$ cat src/hdl/srw_pkg.sv
// Shared types and constants for the serial register write block.
// Holds the item structs, frame geometry and chip-select codes.
// Depends on nothing; every other file imports it.
package srw_pkg;

   // frame geometry
   localparam int FRAME_BITS = 24;
   localparam int FIELD_BITS = 12;
   localparam int CNT_W      = $clog2(FRAME_BITS);
   localparam int QUEUE_DEPTH_DEFAULT = 2;

   // panel window: address[15:7] selects 0xF00..0xF7F
   localparam logic [8:0] PANEL_WINDOW  = 9'h01E;
   // framed address bits 11..5 of a remapped panel address (0xF00)
   localparam logic [6:0] PANEL_REMAP_HI = 7'h78;

   // sub-window codes, address[6:5] inside the panel window
   localparam logic [1:0] WIN_ALL   = 2'd0;
   localparam logic [1:0] WIN_RED   = 2'd1;
   localparam logic [1:0] WIN_GREEN = 2'd2;
   localparam logic [1:0] WIN_BLUE  = 2'd3;

   // chip-select masks
   localparam logic [3:0] SEL_CTRL  = 4'h8;
   localparam logic [3:0] SEL_RED   = 4'h4;
   localparam logic [3:0] SEL_GREEN = 4'h2;
   localparam logic [3:0] SEL_BLUE  = 4'h1;
   localparam logic [3:0] SEL_ALL   = 4'h7;

   typedef struct packed {
      logic [15:0] reg_address;
      logic [11:0] reg_value;
   } req_item_type;

   typedef struct packed {
      logic [3:0] select_mask;
      logic       serial_bit;
      logic       frame_end;
   } rsp_item_type;

   // classified item passed from front to back
   typedef struct packed {
      logic [3:0]            select_mask;
      logic [FRAME_BITS-1:0] frame;
   } frame_item_type;

   typedef struct packed {
      logic full;
      logic empty;
   } queue_status_type;

endpackage

$ cat src/hdl/srw_front.sv
// Front end: accepts register writes, decodes chip select, builds the frame.
// Pushes classified items into the queue. Depends on srw_pkg.
module srw_front (
   input  logic                     clock,
   input  logic                     reset,
   input  logic                     start,
   input  srw_pkg::req_item_type    req_item,
   output logic                     busy,
   input  srw_pkg::queue_status_type q_status,
   output logic                     push,
   output srw_pkg::frame_item_type  push_item
);
   import srw_pkg::*;

   logic                  front_valid_ff, front_valid_in;
   frame_item_type        front_item_ff, front_item_in;
   frame_item_type        decoded;
   logic                  take;
   logic                  move;
   logic                  in_panel;
   logic [FIELD_BITS-1:0] framed_addr;

   // decode chip select and remap panel addresses
   always_comb begin
      in_panel = (req_item.reg_address[15:7] == PANEL_WINDOW);
      decoded.select_mask = SEL_CTRL;
      if (in_panel) begin
         unique case (req_item.reg_address[6:5])
            WIN_ALL:   decoded.select_mask = SEL_ALL;
            WIN_RED:   decoded.select_mask = SEL_RED;
            WIN_GREEN: decoded.select_mask = SEL_GREEN;
            WIN_BLUE:  decoded.select_mask = SEL_BLUE;
            default:   decoded.select_mask = SEL_CTRL;
         endcase
      end
      framed_addr = in_panel ? {PANEL_REMAP_HI, req_item.reg_address[4:0]}
                             : req_item.reg_address[11:0];
      decoded.frame = {framed_addr, req_item.reg_value};
   end

   // hold one item; advance it into the queue when there is room
   assign move = front_valid_ff && !q_status.full;
   assign busy = front_valid_ff && q_status.full;
   assign take = start && !busy;

   assign push      = move;
   assign push_item = front_item_ff;

   always_comb begin
      front_valid_in = take || (front_valid_ff && !move);
      front_item_in  = take ? decoded : front_item_ff;
   end

   always_ff @(posedge clock) begin
      if (reset) begin
         front_valid_ff <= 1'b0;
      end else begin
         front_valid_ff <= front_valid_in;
      end
      front_item_ff <= front_item_in;
   end

endmodule

$ cat src/hdl/srw_queue.sv
// Short item queue between the front end and the serializer.
// Ring buffer with wrap-around pointers and a fill count. Depends on srw_pkg.
module srw_queue #(
   parameter int QUEUE_DEPTH = srw_pkg::QUEUE_DEPTH_DEFAULT
) (
   input  logic                      clock,
   input  logic                      reset,
   input  logic                      push,
   input  srw_pkg::frame_item_type   push_item,
   input  logic                      pop,
   output srw_pkg::frame_item_type   pop_item,
   output srw_pkg::queue_status_type q_status
);
   import srw_pkg::*;

   localparam int PTR_W = (QUEUE_DEPTH > 1) ? $clog2(QUEUE_DEPTH) : 1;
   localparam int CNT_QW = $clog2(QUEUE_DEPTH + 1);
   localparam logic [PTR_W-1:0] LAST_PTR = PTR_W'(QUEUE_DEPTH - 1);

   frame_item_type     mem [QUEUE_DEPTH];
   logic [PTR_W-1:0]   wr_ptr_ff, wr_ptr_in;
   logic [PTR_W-1:0]   rd_ptr_ff, rd_ptr_in;
   logic [CNT_QW-1:0]  fill_ff, fill_in;

   assign q_status.full  = (fill_ff == CNT_QW'(QUEUE_DEPTH));
   assign q_status.empty = (fill_ff == '0);
   assign pop_item = mem[rd_ptr_ff];

   // advance pointers with wrap, track fill level
   always_comb begin
      wr_ptr_in = wr_ptr_ff;
      rd_ptr_in = rd_ptr_ff;
      fill_in   = fill_ff;
      if (push) begin
         wr_ptr_in = (wr_ptr_ff == LAST_PTR) ? '0 : wr_ptr_ff + 1'b1;
      end
      if (pop) begin
         rd_ptr_in = (rd_ptr_ff == LAST_PTR) ? '0 : rd_ptr_ff + 1'b1;
      end
      if (push && !pop) begin
         fill_in = fill_ff + 1'b1;
      end else if (pop && !push) begin
         fill_in = fill_ff - 1'b1;
      end
   end

   always_ff @(posedge clock) begin
      if (reset) begin
         wr_ptr_ff <= '0;
         rd_ptr_ff <= '0;
         fill_ff   <= '0;
      end else begin
         wr_ptr_ff <= wr_ptr_in;
         rd_ptr_ff <= rd_ptr_in;
         fill_ff   <= fill_in;
      end
   end

   // store the pushed item
   always_ff @(posedge clock) begin
      if (push) begin
         mem[wr_ptr_ff] <= push_item;
      end
   end

endmodule

$ cat src/hdl/srw_serializer.sv
// Back end: shifts each queued frame out one bit per clock, MSB first.
// Drives the result strobe and item directly from its registers. Depends on srw_pkg.
module srw_serializer (
   input  logic                      clock,
   input  logic                      reset,
   input  srw_pkg::queue_status_type q_status,
   input  srw_pkg::frame_item_type   pop_item,
   output logic                      pop,
   output logic                      rsp_strobe,
   output srw_pkg::rsp_item_type     rsp_item
);
   import srw_pkg::*;

   localparam logic [CNT_W-1:0] LAST_BIT = CNT_W'(FRAME_BITS - 1);

   logic                  active_ff, active_in;
   logic [CNT_W-1:0]      cnt_ff, cnt_in;
   logic [FRAME_BITS-1:0] shift_ff, shift_in;
   logic [3:0]            sel_ff, sel_in;
   logic                  last;

   assign last = active_ff && (cnt_ff == LAST_BIT);
   // load the next frame when idle or on the final bit
   assign pop  = !q_status.empty && (!active_ff || last);

   always_comb begin
      active_in = pop || (active_ff && !last);
      cnt_in    = cnt_ff + 1'b1;
      shift_in  = {shift_ff[FRAME_BITS-2:0], 1'b0};
      sel_in    = sel_ff;
      if (pop) begin
         cnt_in   = '0;
         shift_in = pop_item.frame;
         sel_in   = pop_item.select_mask;
      end
   end

   always_ff @(posedge clock) begin
      if (reset) begin
         active_ff <= 1'b0;
         cnt_ff    <= '0;
      end else begin
         active_ff <= active_in;
         cnt_ff    <= cnt_in;
      end
      shift_ff <= shift_in;
      sel_ff   <= sel_in;
   end

   // present the current bit
   assign rsp_strobe           = active_ff;
   assign rsp_item.select_mask = sel_ff;
   assign rsp_item.serial_bit  = shift_ff[FRAME_BITS-1];
   assign rsp_item.frame_end   = last;

endmodule

$ cat src/hdl/serial_register_write_with_cs_decode_core.sv
// Top level of the serial register write block with chip-select decode.
// Ties front end, item queue and serializer together. Depends on srw_pkg
// and the srw_front, srw_queue and srw_serializer modules.
//
// Each accepted write (start high while busy is low) yields a 24-bit frame,
// address bits 11..0 then value bits 11..0, one bit per clock on rsp_item
// with rsp_strobe high; every bit carries the frame's chip-select mask and
// the 24th bit carries frame_end. Frames follow one another without gaps
// while the queue holds the next one, as the serializer shifts one bit
// per clock. From an idle block a taken write passes the front-end register
// and the queue before the serializer loads it. The front end holds one
// item and the queue holds QUEUE_DEPTH more, so several writes can be
// taken while a frame is still going out; busy rises only when both are
// full. The receiver cannot stall: each bit is valid for exactly one clock.
module serial_register_write_with_cs_decode_core #(
   parameter int QUEUE_DEPTH = srw_pkg::QUEUE_DEPTH_DEFAULT
) (
   input  logic                  clock,
   input  logic                  reset,
   input  logic                  start,
   output logic                  busy,
   input  srw_pkg::req_item_type req_item,
   output logic                  rsp_strobe,
   output srw_pkg::rsp_item_type rsp_item
);
   import srw_pkg::*;

   queue_status_type q_status;
   frame_item_type   push_item;
   frame_item_type   pop_item;
   logic             push;
   logic             pop;

   srw_front u_front (
      .clock     (clock),
      .reset     (reset),
      .start     (start),
      .req_item  (req_item),
      .busy      (busy),
      .q_status  (q_status),
      .push      (push),
      .push_item (push_item)
   );

   srw_queue #(
      .QUEUE_DEPTH (QUEUE_DEPTH)
   ) u_queue (
      .clock     (clock),
      .reset     (reset),
      .push      (push),
      .push_item (push_item),
      .pop       (pop),
      .pop_item  (pop_item),
      .q_status  (q_status)
   );

   srw_serializer u_serializer (
      .clock      (clock),
      .reset      (reset),
      .q_status   (q_status),
      .pop_item   (pop_item),
      .pop        (pop),
      .rsp_strobe (rsp_strobe),
      .rsp_item   (rsp_item)
   );

   // a frame, once started, runs without gaps and keeps its mask
   a_frame_continues: assert property (@(posedge clock) disable iff (reset)
      rsp_strobe && !rsp_item.frame_end |=> rsp_strobe && $stable(rsp_item.select_mask))
      else $error("frame interrupted or select mask changed mid-frame");

   // the select mask is a single line or all three panels
   a_mask_legal: assert property (@(posedge clock) disable iff (reset)
      rsp_strobe |-> ($onehot(rsp_item.select_mask) || rsp_item.select_mask == SEL_ALL))
      else $error("illegal select mask");

   // busy only when the queue is full
   a_busy_full: assert property (@(posedge clock) disable iff (reset)
      busy |-> q_status.full && !q_status.empty)
      else $error("busy without a full queue");

   // nothing leaves the queue without a frame starting next cycle
   a_pop_starts: assert property (@(posedge clock) disable iff (reset)
      pop |=> rsp_strobe)
      else $error("popped item did not start a frame");

endmodule
$ cat config.mk
export PLATFORM = sky130hd
export DESIGN_NAME = serial_register_write_with_cs_decode_core
export DESIGN_NICKNAME = d
export VERILOG_FILES = /design/src/hdl/srw_pkg.sv /design/src/hdl/srw_front.sv /design/src/hdl/srw_queue.sv /design/src/hdl/srw_serializer.sv /design/src/hdl/serial_register_write_with_cs_decode_core.sv
export SDC_FILE = /design/constraint.sdc
export NUM_CORES = 1
export LEC_CHECK = 0
export ABC_AREA = 1
export BUFFER_PORTS_ARGS = -buffer_cell sky130_fd_sc_hd__buf_2
export CAP_MARGIN = 20
export CORE_ASPECT_RATIO = 2
export CORE_UTILIZATION = 31
export CTS_CLUSTER_SIZE = 20
export DETAILED_ROUTE_END_ITERATION = 10
export SLEW_MARGIN = 25
export SYNTH_ARGS = -nofsm -noshare
export SYNTH_HDL_FRONTEND = slang
export SYNTH_SLANG_ARGS = --single-unit
$ cat constraint.sdc
create_clock -name clock -period 5.8 [get_ports clock]
set_input_delay 0.29 -clock clock [delete_from_list [all_inputs] [get_ports clock]]
set_output_delay 0.29 -clock clock [all_outputs]
set_load 0.02 [all_outputs]
==> summary.txt <==
Yosys
  – Synth top area cells: edfxtp_1 (59%), dfxtp_1 (16%), mux2i_1 (5.1%)
  – Post-synthesis sequential area ratio: 0.750
  – Yosys top cell area share: 0.589
  – Avg Inst Size Synth: 14.9 sq um
  – Mux cell area share after synthesis: 0.0513
  – Async S/R FF share, synth: 0
  – Post-Synth Adder-Cell Area: 0.0140
  – Count leader, synth: edfxtp_1
  – Synth area leader: edfxtp_1
  – Post-synth EDFFs: 88
  – Syn. warnings: 0
  – Library cells used by synthesis: 27
  – Post-synth top cells: edfxtp_1 (88), nand2_1 (45), dfxtp_1 (36)
  – Compound-Gate Fraction of Synth Area: 0.0561
  – Simple logic cell fraction of the synthesized area: 0.0804
  – Primary FF master, synth: edfxtp_1
  – Syn_nets: 337
  – Synthesis-stage register bit count: 124
  – Post-synthesis xor/xnor area fraction: 0.00586
  – Cell Area, Synth: 0.00448 sq mm
  – Main combinational cell family by area after synthesis: simple AND/OR/NAND/NOR gates
  – Syn Inst Count: 301

Drt
  – Routed WL: 6660 microns
  – Initial drt markers: 165
  – Antenna Nets Post-Route: 0
  – Routed wire per std cell: 12.1 microns
  – Routed vias/inst: 4.19
  – DRC: 0
  – DR vias: 2301
  – Detailed Routing Iterations Pass 1: 4

CTS
  – CTS Sinks: 124
  – Cts hold-fix bufs: 0
  – CTS root buffer: clkbuf_16
  – Postcts setup bufs: 0
  – CTS tree: yes
  – Clock transition at the registers of the reported paths: 0.06 ns
  – Clk_lat worst skew: 0.40 ns
  – H-tree depth: 4
  – CTS Buf Count: 17
  – Clock Tree Buf Depth: 2
  – Cts repair resizes: 0

Timing
  – Tightest Pin Transition: 0.688 ns
  – Setup-failing EPs final: 0
  – Worst Clk Skew: 0.00760 ns
  – Setup WS post-layout: 3.52 ns
  – Setup TNS: 0 ns
  – Maximum clock rate: 439 MHz
  – RSZ-0062 raised after global routing: false
  – Max-slew headroom: 0.541
  – Final Max Tran Viols: 0
  – Fin crit share: 0.393
  – Crit path time final: 2.28 ns
  – Count of endpoints failing hold in the final timing report: 0

Final layout
  – Syn-to-layout area delta: 20.9%
  – Nets: 383
  – Share of cells above drive strength 1: 0.308
  – Non-filler cells, final: 549
  – ANT cells: 0

Run
  – Max-cap viol count: 0

Critical path
  – Worst Path Required: 6.09 ns
  – Critical path launch point type: register
  – Critical path peak fanout: 50
  – Crit. End Element: register
  – CP arrival: 2.57 ns
  – Type of the worst setup path: register to register

Place
  – Pre-CTS setup slack: 3.52 ns
  – IO buf count: 38
  – Placed insts: 517
  – Routability congestion estimate: 0.736
  – HPWL after DPL: 4360 microns

Global route
  – Initial antenna violation count: 0
  – GR Overflow Total: 0
  – Largest net degree at the start of global routing: 51
  – Global-route wire length before repair: 10900 microns
  – GRT Overall Usage: 0.100
  – Vias in the first global route: 2349

Pwr
  – Pwr Total: 2.74 mW
  – PD cells: 505 mW/mm^2
  – Peak VDD IR: 0.248 mV
  – Static Leakage: 2.06 nW

Floorplanning
  – Num ports: 39
  – CORE AREA: 0.0140 sq mm
  – Row Count: 61
  – Die Y-Extent: 172 microns
  – Initial core utilization: 0.319
  – DIE AREA: 0.0150 sq mm
  – Die Wd: 87.0 microns

Hold path
  – HP Class: input pin to register

Status
  – Outcome: finished clean
## layer usage
metal / vias to the layer above / wire (microns) / track usage
li1: 1133 / - / -
met1: 1122 / 2470 / 0.0941
met2: 39 / 3880 / 0.181
met3: 7 / 169 / 0.0310
met4: 0 / 134 / 0.0674
met5: - / 0 / 0
## cell usage in the layout (no fill, tap or decap), drive strengths merged
| cell | instances |
|---|---|
| nor2 | 25 |
| o21ai | 26 |
| nand4 | 1 |
| clkbuf | 24 |
| clkinv | 5 |
| mux2i | 23 |
| nand3 | 3 |
| or2 | 1 |
| xnor2 | 1 |
| ha | 5 |
| xor2 | 2 |
| nand2 | 50 |
| inv | 21 |
| edfxtp | 88 |
| a21oi | 5 |
| a31oi | 1 |
| dfxtp | 36 |
| clkinvlp | 1 |
| buf | 42 |
## flip-flops by register name (all words and copies together), names as in the netlist, named ones only
signal and count:
u_queue.mem 56, u_front.push_item 28, u_serializer.shift_ff 24, u_serializer.cnt_ff 5
u_serializer.sel_ff 4, u_queue.fill_ff 2, u_front.front_valid_ff 1, u_queue.rd_ptr_ff 1
u_queue.wr_ptr_ff 1, u_serializer.rsp_strobe 1
## path summary, 6_finish.rpt
path / cells after the start / endpoint / start / slack, ns
max: 12 / u_queue.fill_ff[1] / u_serializer.cnt_ff[0] / 3.52
min: 1 / u_front.push_item[11] / req_item[11] / 0.06
max reg2reg: 12 / u_queue.fill_ff[1] / u_serializer.cnt_ff[0] / 3.52
min reg2reg: 2 / u_serializer.shift_ff[10] / u_serializer.shift_ff[9] / 0.43
## power by group
part	leakage (nW)	switching, mW	internal (mW)
Clock	0.297	0.358	0.658
Sequential	1.12	0.0533	1.14
Combinational	0.641	0.334	0.193
Total	2.06	0.746	1.99
## final cells by class
cell class	instances	area, sq um
clock buffer	24	547
clock inverter	8	48.8
fill	1331	8620
inverter	19	71.3
multi-input combinational	143	936
sequential	124	3360
tap	189	236
timing repair buffer	42	220
## critical path: stages, from the launching register on
cell and delay, ns:
dfxtp_1 0.37, ha_1 0.20, nand2_1 0.07, inv_2 0.06
nand2_2 0.07, nand2_4 0.08, nand2_4 0.35, ha_1 0.40
or2_2 0.29, nand2_1 0.10, nand2_1 0.06, nand2_1 0.06
nor2_1 0.04
## kinds of logic after synthesis
| logic type | after synthesis |
|---|---|
| fa+ha+maj | 5 |
| xor+xnor | 3 |
| flops | 124 |
| buf+inv | 34 |
| mux | 23 |
| simple gates | 80 |
| compound gates | 32 |
## stage by stage
| step | cell area, sq um | utilization | hold WS, ns |
|---|---|---|---|
| detailed placement | 4830 | 0.344 | 0.417 |
| global route | 5420 | 0.386 | 0.0421 |
| finish | 5420 | 0.386 | 0.0600 |
| global placement | 4830 | 0.344 | 0.414 |
| floorplan | 4480 | - | 0.359 |
| CTS | 5420 | 0.386 | 0.0439 |
(Power assumes the default switching activity.)
